`src/sv/slcfr_pkg.sv`:
```
`default_nettype none
// ----------------------------------------------------------------------------
// slcfr_pkg
// shared types and constants of the sync/length/checksum frame receiver
// ----------------------------------------------------------------------------
package slcfr_pkg;

    // receive buffer size, bounds the longest body that can be taken
    localparam int BUFFER_BYTES = 1024;

    localparam int LEN_W   = 16;  // width of the length field on the wire
    localparam int BODY_W  = 10;  // body length and body counter
    localparam int SUM_W   = 16;  // running checksum
    localparam int MISS_W  = 8;   // heartbeat miss counter
    localparam int CFG_W   = 16;  // widest configuration register
    localparam int CFG_IDX = 2;   // configuration index bits

    localparam logic [7:0]        SYNC_1   = 8'h55;
    localparam logic [7:0]        SYNC_2   = 8'hAA;
    localparam logic [SUM_W-1:0]  SYNC_SUM = SUM_W'(8'h55 + 8'hAA);
    localparam logic [LEN_W-1:0]  MIN_BODY = LEN_W'(4);
    localparam logic [LEN_W-1:0]  BUF_LIMIT = LEN_W'(BUFFER_BYTES - 4);
    localparam logic [BODY_W-1:0] HDR_TRL  = BODY_W'(4);
    localparam logic [MISS_W-1:0] MISS_MAX = {MISS_W{1'b1}};

    // reset values of the configuration registers
    localparam logic [BODY_W-1:0] RST_MAX_BODY   = BODY_W'(1020);
    localparam logic [15:0]       RST_HB_ID      = 16'h0000;
    localparam logic [MISS_W-1:0] RST_MISS_LIMIT = MISS_W'(10);
    localparam logic              RST_CK_HIGH    = 1'b1;

    typedef enum logic [CFG_IDX-1:0] {
        REG_MAX_BODY   = 2'd0,
        REG_HB_ID      = 2'd1,
        REG_MISS_LIMIT = 2'd2,
        REG_CK_HIGH    = 2'd3
    } t_reg_idx;

    typedef enum logic [2:0] {
        PH_HUNT1  = 3'd0,
        PH_HUNT2  = 3'd1,
        PH_LEN_LO = 3'd2,
        PH_LEN_HI = 3'd3,
        PH_BODY   = 3'd4
    } t_phase;

    typedef enum logic [2:0] {
        KIND_PAYLOAD  = 3'd0,
        KIND_ACCEPTED = 3'd1,
        KIND_CK_FAIL  = 3'd2,
        KIND_LEN_REJ  = 3'd3,
        KIND_LINK     = 3'd4
    } t_kind;

    // what the parser makes of one received byte
    typedef struct packed {
        logic              valid;   // byte yields a result
        t_kind             kind;
        logic [7:0]        data;
        logic [15:0]       id;
        logic [BODY_W-1:0] plen;
        logic              hb_hit;  // accepted frame carried the heartbeat id
    } t_parse_res;

endpackage : slcfr_pkg
`default_nettype wire

```
`src/sv/slcfr_parser.sv`:
```
`default_nettype none
// ----------------------------------------------------------------------------
// slcfr_parser
// frame state machine: sync hunt, length check, body and checksum
// ----------------------------------------------------------------------------
module slcfr_parser
    import slcfr_pkg::*;
(
    input  wire logic              i_clk,
    input  wire logic              i_rst_n,
    input  wire logic              i_en,         // commit one received byte
    input  wire logic [7:0]        i_byte,
    input  wire logic [BODY_W-1:0] i_max_body,
    input  wire logic [15:0]       i_hb_id,
    input  wire logic              i_ck_high,
    output t_parse_res             o_res
);

    t_phase            r_phase, n_phase;
    logic [7:0]        r_len_low, n_len_low;
    logic [BODY_W-1:0] r_body_len, n_body_len;
    logic [BODY_W-1:0] r_count, n_count;
    logic [SUM_W-1:0]  r_sum, n_sum;
    logic [7:0]        r_first, n_first;
    logic [15:0]       r_id, n_id;

    logic [LEN_W-1:0]  len;
    logic [LEN_W-1:0]  limit;
    logic [SUM_W-1:0]  sum_add;
    logic [BODY_W:0]   idx_p2;
    logic [SUM_W-1:0]  rx_sum;
    logic [BODY_W-1:0] plen;

    assign len     = {i_byte, r_len_low};
    assign limit   = ({{(LEN_W-BODY_W){1'b0}}, i_max_body} > BUF_LIMIT) ? BUF_LIMIT
                   : {{(LEN_W-BODY_W){1'b0}}, i_max_body};
    assign sum_add = r_sum + {{(SUM_W-8){1'b0}}, i_byte};
    assign idx_p2  = {1'b0, r_count} + (BODY_W+1)'(2);
    assign rx_sum  = i_ck_high ? {r_first, i_byte} : {i_byte, r_first};
    assign plen    = r_body_len - HDR_TRL;

    always_comb begin
        n_phase    = r_phase;
        n_len_low  = r_len_low;
        n_body_len = r_body_len;
        n_count    = r_count;
        n_sum      = r_sum;
        n_first    = r_first;
        n_id       = r_id;
        o_res      = '{valid: 1'b0, kind: KIND_PAYLOAD, data: 8'h00, id: 16'h0000,
                       plen: '0, hb_hit: 1'b0};
        case (r_phase)
            PH_HUNT1: begin
                if (i_byte == SYNC_1) begin
                    n_phase = PH_HUNT2;
                end
            end
            PH_HUNT2: begin
                if (i_byte == SYNC_2) begin
                    n_phase = PH_LEN_LO;
                    n_sum   = SYNC_SUM;
                end else if (i_byte != SYNC_1) begin
                    n_phase = PH_HUNT1;
                end
            end
            PH_LEN_LO: begin
                n_len_low = i_byte;
                n_sum     = sum_add;
                n_phase   = PH_LEN_HI;
            end
            PH_LEN_HI: begin
                if (len < MIN_BODY || len > limit) begin
                    n_phase     = PH_HUNT1;
                    o_res.valid = 1'b1;
                    o_res.kind  = KIND_LEN_REJ;
                end else begin
                    n_body_len = len[BODY_W-1:0];
                    n_count    = '0;
                    n_sum      = sum_add;
                    n_phase    = PH_BODY;
                end
            end
            PH_BODY: begin
                n_count = r_count + BODY_W'(1);
                if (idx_p2 < {1'b0, r_body_len}) begin
                    n_sum = sum_add;
                    if (r_count == '0) begin
                        n_id = {8'h00, i_byte};
                    end else if (r_count == BODY_W'(1)) begin
                        n_id = {i_byte, r_id[7:0]};
                    end else begin
                        o_res.valid = 1'b1;
                        o_res.kind  = KIND_PAYLOAD;
                        o_res.data  = i_byte;
                        o_res.id    = r_id;
                        o_res.plen  = plen;
                    end
                end else if (idx_p2 == {1'b0, r_body_len}) begin
                    n_first = i_byte;
                end else begin
                    // last checksum byte closes the frame
                    n_phase     = PH_HUNT1;
                    o_res.valid = 1'b1;
                    o_res.id    = r_id;
                    o_res.plen  = plen;
                    if (rx_sum == r_sum) begin
                        o_res.kind   = KIND_ACCEPTED;
                        o_res.hb_hit = (r_id == i_hb_id);
                    end else begin
                        o_res.kind = KIND_CK_FAIL;
                    end
                end
            end
            default: begin
                n_phase = PH_HUNT1;
            end
        endcase
    end

    always_ff @(posedge i_clk) begin
        if (!i_rst_n) begin
            r_phase <= PH_HUNT1;
        end else if (i_en) begin
            r_phase <= n_phase;
        end
    end

    // frame fields are always written before they are read
    always_ff @(posedge i_clk) begin
        if (i_en) begin
            r_len_low  <= n_len_low;
            r_body_len <= n_body_len;
            r_count    <= n_count;
            r_sum      <= n_sum;
            r_first    <= n_first;
            r_id       <= n_id;
        end
    end

endmodule : slcfr_parser
`default_nettype wire

```
`src/sv/slcfr_link_mon.sv`:
```
`default_nettype none
// ----------------------------------------------------------------------------
// slcfr_link_mon
// heartbeat supervision: saturating miss counter and link flag
// ----------------------------------------------------------------------------
module slcfr_link_mon
    import slcfr_pkg::*;
(
    input  wire logic              i_clk,
    input  wire logic              i_rst_n,
    input  wire logic              i_tick,     // committed heartbeat tick
    input  wire logic              i_hb_hit,   // committed heartbeat frame
    input  wire logic [MISS_W-1:0] i_miss_limit,
    output logic                   o_link_next // link state after this item
);

    logic [MISS_W-1:0] r_miss, n_miss;
    logic              r_link, n_link;
    logic [MISS_W-1:0] miss_inc;

    assign miss_inc = (r_miss == MISS_MAX) ? r_miss : r_miss + MISS_W'(1);

    always_comb begin
        n_miss = r_miss;
        n_link = r_link;
        if (i_tick) begin
            n_miss = miss_inc;
            if (miss_inc > i_miss_limit) begin
                n_link = 1'b0;
            end
        end else if (i_hb_hit) begin
            n_miss = '0;
            n_link = 1'b1;
        end
    end

    assign o_link_next = n_link;

    always_ff @(posedge i_clk) begin
        if (!i_rst_n) begin
            r_miss <= '0;
            r_link <= 1'b0;
        end else begin
            r_miss <= n_miss;
            r_link <= n_link;
        end
    end

endmodule : slcfr_link_mon
`default_nettype wire

```
`src/sv/sync_length_checksum_frame_receiver.sv`:
```
`default_nettype none
// ----------------------------------------------------------------------------
// sync_length_checksum_frame_receiver
// frame receiver for 0x55 0xAA framed packets with heartbeat link monitor
// ----------------------------------------------------------------------------
//  channel  direction  handshake               payload
//  in       input      i_in_valid / o_in_stall  i_in_action, i_in_rx_byte
//  out      output     o_out_valid / i_out_stall o_out_kind .. o_out_link_active
//  cfg      input      i_cfg_we                 i_cfg_index, i_cfg_data
//
//  one transaction per cycle sustained while the result side does not stall; a
//  result passes through the input register, then the result register
//  the frame state update is one byte-wide step, so nothing iterates
//  synchronous active-low reset clears control state and loads register
//  defaults; no clearing pass
//  a stalled result holds; the input register keeps moving while the item
//  there gives no result, otherwise it waits for the result register
// ----------------------------------------------------------------------------
module sync_length_checksum_frame_receiver
    import slcfr_pkg::*;
(
    input  wire logic               i_clk,
    input  wire logic               i_rst_n,
    // input transactions
    input  wire logic               i_in_valid,
    output logic                    o_in_stall,
    input  wire logic               i_in_action,
    input  wire logic [7:0]         i_in_rx_byte,
    // result transactions
    output logic                    o_out_valid,
    input  wire logic               i_out_stall,
    output logic [2:0]              o_out_kind,
    output logic [7:0]              o_out_payload_byte,
    output logic [15:0]             o_out_packet_id,
    output logic [BODY_W-1:0]       o_out_payload_length,
    output logic                    o_out_link_active,
    // configuration writes
    input  wire logic               i_cfg_we,
    input  wire logic [CFG_IDX-1:0] i_cfg_index,
    input  wire logic [CFG_W-1:0]   i_cfg_data
);

    // configuration registers
    logic [BODY_W-1:0] r_max_body;
    logic [15:0]       r_hb_id;
    logic [MISS_W-1:0] r_miss_limit;
    logic              r_ck_high;

    always_ff @(posedge i_clk) begin
        if (!i_rst_n) begin
            r_max_body   <= RST_MAX_BODY;
            r_hb_id      <= RST_HB_ID;
            r_miss_limit <= RST_MISS_LIMIT;
            r_ck_high    <= RST_CK_HIGH;
        end else if (i_cfg_we) begin
            case (t_reg_idx'(i_cfg_index))
                REG_MAX_BODY:   r_max_body   <= i_cfg_data[BODY_W-1:0];
                REG_HB_ID:      r_hb_id      <= i_cfg_data[15:0];
                REG_MISS_LIMIT: r_miss_limit <= i_cfg_data[MISS_W-1:0];
                REG_CK_HIGH:    r_ck_high    <= i_cfg_data[0];
                default:        r_ck_high    <= r_ck_high;
            endcase
        end
    end

    // input register
    logic       r_in_valid;
    logic       r_in_action;
    logic [7:0] r_in_byte;

    // result register
    logic              r_out_valid;
    t_kind             r_out_kind;
    logic [7:0]        r_out_byte;
    logic [15:0]       r_out_id;
    logic [BODY_W-1:0] r_out_plen;
    logic              r_out_link;

    t_parse_res parse_res;
    logic       link_next;
    logic       has_result;   // item in the input register yields a result
    logic       out_free;     // result register can take a new result
    logic       advance;      // item in the input register is committed
    logic       in_take;

    assign has_result = r_in_action | parse_res.valid;
    assign out_free   = !r_out_valid || !i_out_stall;
    assign advance    = r_in_valid && (out_free || !has_result);
    assign o_in_stall = r_in_valid && !advance;
    assign in_take    = i_in_valid && !o_in_stall;

    always_ff @(posedge i_clk) begin
        if (!i_rst_n) begin
            r_in_valid <= 1'b0;
        end else if (in_take) begin
            r_in_valid <= 1'b1;
        end else if (advance) begin
            r_in_valid <= 1'b0;
        end
    end

    always_ff @(posedge i_clk) begin
        if (in_take) begin
            r_in_action <= i_in_action;
            r_in_byte   <= i_in_rx_byte;
        end
    end

    // byte path: framing, length and checksum
    slcfr_parser u_parser (
        .i_clk      (i_clk),
        .i_rst_n    (i_rst_n),
        .i_en       (advance && !r_in_action),
        .i_byte     (r_in_byte),
        .i_max_body (r_max_body),
        .i_hb_id    (r_hb_id),
        .i_ck_high  (r_ck_high),
        .o_res      (parse_res)
    );

    // tick path and heartbeat frames drive the link flag
    slcfr_link_mon u_link_mon (
        .i_clk        (i_clk),
        .i_rst_n      (i_rst_n),
        .i_tick       (advance && r_in_action),
        .i_hb_hit     (advance && !r_in_action && parse_res.hb_hit),
        .i_miss_limit (r_miss_limit),
        .o_link_next  (link_next)
    );

    always_ff @(posedge i_clk) begin
        if (!i_rst_n) begin
            r_out_valid <= 1'b0;
        end else if (advance && has_result) begin
            r_out_valid <= 1'b1;
        end else if (!i_out_stall) begin
            r_out_valid <= 1'b0;
        end
    end

    // a tick reports kind link and link status only, all other fields zero
    always_ff @(posedge i_clk) begin
        if (advance && has_result) begin
            r_out_link <= link_next;
            if (r_in_action) begin
                r_out_kind <= KIND_LINK;
                r_out_byte <= 8'h00;
                r_out_id   <= 16'h0000;
                r_out_plen <= '0;
            end else begin
                r_out_kind <= parse_res.kind;
                r_out_byte <= parse_res.data;
                r_out_id   <= parse_res.id;
                r_out_plen <= parse_res.plen;
            end
        end
    end

    assign o_out_valid          = r_out_valid;
    assign o_out_kind           = r_out_kind;
    assign o_out_payload_byte   = r_out_byte;
    assign o_out_packet_id      = r_out_id;
    assign o_out_payload_length = r_out_plen;
    assign o_out_link_active    = r_out_link;

endmodule : sync_length_checksum_frame_receiver
`default_nettype wire
```
`config.mk`:
```
export PLATFORM = sky130hd
export DESIGN_NAME = sync_length_checksum_frame_receiver
export DESIGN_NICKNAME = d
export VERILOG_FILES = /design/src/sv/slcfr_pkg.sv /design/src/sv/slcfr_parser.sv /design/src/sv/slcfr_link_mon.sv /design/src/sv/sync_length_checksum_frame_receiver.sv
export SDC_FILE = /design/constraint.sdc
export NUM_CORES = 1
export LEC_CHECK = 0
export ABC_CLOCK_PERIOD_IN_PS = 5400
export BUFFER_PORTS_ARGS = -buffer_cell sky130_fd_sc_hd__buf_2
export CAP_MARGIN = 20
export CORE_MARGIN = 1.5
export CORE_UTILIZATION = 45
export CTS_BUF_LIST = sky130_fd_sc_hd__clkbuf_8
export CTS_CLUSTER_DIAMETER = 40
export DETAILED_ROUTE_END_ITERATION = 10
export PLACE_DENSITY_LB_ADDON = 0.08
export SYNTH_ARGS = -nofsm -noshare
export SYNTH_HDL_FRONTEND = slang
export SYNTH_SLANG_ARGS = --single-unit
```
`constraint.sdc`:
```
create_clock -name i_clk -period 5.4 [get_ports i_clk]
set_input_delay 0 -clock i_clk [delete_from_list [all_inputs] [get_ports i_clk]]
set_output_delay 0 -clock i_clk [all_outputs]
set_load 0.01 [all_outputs]
```
==> out/metrics.cfg <==
[clock_tree]
cts_buffer_depth=2
htreeDepth=4
cts_root_buffer=clkbuf_8
clock_sinks=164
cts_made_buffers=17
cts_tree=built
clkTransAtPathRegs_ps=90
clk_latency_ps=470

[worst_setup_path]
crit_path_max_fanout=21
cpPeakStageDelay_ps=690
crit_chain=ha_1 -> and3_1 -> xor2_1 -> ha_1 -> nand4_1 -> a21oi_1 -> o31ai_1 -> nand3_1 -> o21bai_1 -> o31ai_1 -> a21oi_4 -> buf_4
reg2regPathDepth=12
r2r_end=o_out_kind[1]$_SDFFCE_PP0P_
cp-start-kind=register
cp_data_arrival_time_ps=4760
crit_path_end_kind=register
critical_path.top_delay_family=compound AO/OA/AOI/OAI gates
cp.required_ps=5570
worst-path-buf-inv=1
critical-path-slowest-cell=a21oi_4
r2r_start=u_parser.r_count[1]$_SDFFCE_PP0P_
r2r_slack_ps=800
crit_type=register to register

[synthesis]
synthDistinctLibCells=63
synth_ff_type=edfxtp_1
synth_edf_count=115
synth_top_cell_by_area=edfxtp_1
yosys-top-cells-area=edfxtp_1, dfxtp_1, ha_1, nand2_1, xnor2_1
yosysSeqAreaShare_pct=52.8
syn_area_per_cell_um2=10.6
ys_ff_latch=164
synthMostInstantiatedCell=edfxtp_1
syn_nets=869
synthArstFlopShare_pct=0
ys_top_cells_by_count=edfxtp_1, nand2_1, a21oi_1
yosysTopAreaCellShare_pct=41.2
synth_cells=794
yosysWarnings=0
synth.cell_area_um2=8390

[timing]
skew_ps=12.6
slew_headroom_pct=32.2
final-setup-viol-count=0
rsz0062_at_grt=no
period_minus_slack_ps=4600
setup_tns_ps=0
tightest_slew_ps=1010
max_freq_mhz=218
hold_violations=0
slew_viol_final=0
fin_crit_sh_pct=85.1

[final_layout]
antenna_cells=0
area_delta_synth_final_pct=15.7
n_fill_cell=1603
fin_area_um2=9710
layout-drive-gt1-share_pct=14.5
nets=972

[placement]
dpl-instance-area_um2=9000
place.port_buffers=71
dp_hpwl_um=14300
place_congestion=0.859

[detailed_routing]
ant_nets=0
routed_wl_um=20000
via_count=6245
first_pass_iters=7
wl_per_cell_um=17.6
drc_errors=6
viasPerCell=5.48
drt-initial-drc-count=342

[grt]
grt_pass1_wl_um=32400
grt_antenna_before_repair=0
grt_max_degree=32
grt_pass1_vias=6365
grt_overflow=0
grt_use_total_pct=21.1

[run]
maxCapViolations=0

[power_and_ir_drop]
pwr-share-comb_pct=5.9
p_leak_nw=3.67
powerDensity_nw_per_um2=247
p_clk_share_pct=36.4
peakVddDrop_v=0.000175
p_int_mw=1.80
seq_power_share_pct=57.7
switching_share_pct=25.0
switching_power_mw=0.599

[hold_path]
hold_depth=3
hp-class=primary input to register
min_to=r_in_valid$_SDFFE_PN0P_
hold_start=i_out_stall

[die]
core_area_um2=18100
fp.dieH_um=140
rows=49
io_pins=72
die_area_um2=19500
start_util_pct=46.2
die_x_um=140

[status]
failed_checks=DRC
status=finished with violations

## area by class of cell
type | count | area (um^2) | area share [%]
clock inverters | 15 | 149 | 1.53
flip-flops and latches | 164 | 4430 | 45.7
well taps | 229 | 287 | 2.95
clock buffers | 17 | 234 | 2.41
inverters | 40 | 150 | 1.55
repair buffers | 113 | 753 | 7.76
multi-input cells | 561 | 3700 | 38.1
## kinds of logic after synthesis
family                   Yosys count  synth area share, %
adder cells (fa/ha/maj)           43                 6.50
XOR/XNOR                          60                 6.26
AND/OR/NAND/NOR                  318                 19.9
multiplexers                       8                0.969
buffers and inverters             69                 3.35
AO/OA/AOI/OAI                    132                 10.2
flip-flops                       164                 52.8
## cell usage in the layout (no fill, tap or decap), types with 9 or more instances in the layout
master	count
ha_1	42
o21ai_0	10
nor3_1	19
nand3_1	24
xor2_1	20
edfxtp_1	115
buf_4	9
nor4bb_1	15
nand2_1	102
xnor2_1	40
nor2_1	53
inv_1	41
and2_1	34
nand4_1	17
dfxtp_1	49
o211ai_1	15
a21oi_1	53
dlygate4sd3_1	33
buf_2	71
clkbuf_8	17
## worst max path at each step
stage / from / to / slack, ps / depth (start not counted)
floorplan: u_parser.r_count[1]$_SDFFCE_PP0P_ / o_out_kind[0]$_SDFFCE_PP0P_ / 450 / 11
global placement: u_parser.r_count[1]$_SDFFCE_PP0P_ / o_out_payload_length[1]$_SDFFCE_PP0P_ / 980 / 12
detailed placement: u_parser.r_count[1]$_SDFFCE_PP0P_ / o_out_payload_length[2]$_SDFFCE_PP0P_ / 860 / 12
CTS: u_parser.r_count[1]$_SDFFCE_PP0P_ / o_out_kind[1]$_SDFFCE_PP0P_ / 840 / 12
global route: u_parser.r_count[1]$_SDFFCE_PP0P_ / o_out_payload_length[3]$_SDFFCE_PP0P_ / 460 / 12
finish: u_parser.r_count[1]$_SDFFCE_PP0P_ / o_out_kind[1]$_SDFFCE_PP0P_ / 800 / 12
## worst reg2reg max path, stage by stage, from the launching register on
cell	delay [ps]
edfxtp_1	490
ha_1	280
and3_1	190
xor2_1	160
ha_1	290
nand4_1	130
a21oi_1	60
o31ai_1	670
nand3_1	360
o21bai_1	400
o31ai_1	260
a21oi_4	690
buf_4	330
## per-layer routing
metal	up-vias	global-route usage, %	share of wire (%)
li1	3077	-	-
met1	3013	28.1	46
met2	141	35.5	49
met3	14	3.51	3.7
met4	0	6.65	1.1
met5	-	0	0
## sequential cells by signal, indices dropped and copies added, names as in the netlist
register	count
u_parser.r_sum	16
o_out_valid	1
r_max_body	10
o_out_payload_byte	8
r_ck_high	1
u_link_mon.r_miss	8
u_parser.r_phase	3
r_in_action	1
o_out_link_active	1
r_miss_limit	8
u_parser.r_id	16
o_out_packet_id	16
u_parser.r_body_len	10
o_out_kind	3
u_parser.r_first	8
r_hb_id	16
u_parser.r_count	10
u_parser.r_len_low	8
r_in_valid	1
u_link_mon.r_link	1
o_out_payload_length	10
r_in_byte	8
## through the flow
stage / util (%) / hold WS, ps / instances / worst slack [ps] / power, mW
after floorplan: - / 98.9 / 794 / 448 / 1.48
after global placement: 49.6 / 178 / 1074 / 976 / 1.53
after detailed placement: 49.6 / 178 / 1074 / 855 / 1.54
after CTS: 53.5 / 42.5 / 1139 / 838 / 2.42
after global routing: 53.5 / 65.3 / 1139 / 458 / 2.49
final: 53.5 / 67.6 / 1139 / 802 / 2.40
## timing repair
action / in CTS / in global routing
gates resized for setup: 0 / 0
buffers inserted: 0 / 0
endpoints found under the hold margin: 45 / 0
hold buffers: 33 / 0
endpoints found under the setup margin: 0 / 0
## power by group through the flow
stage	Combinational (mW)	Clock, mW	Sequential, mW
final	0.142	0.873	1.38
after global routing	0.158	0.947	1.39
after CTS	0.142	0.893	1.38
after detailed placement	0.123	0	1.41
after global placement	0.120	0	1.41
after floorplan	0.0809	0	1.40
Power figures use the tool's default switching activity.
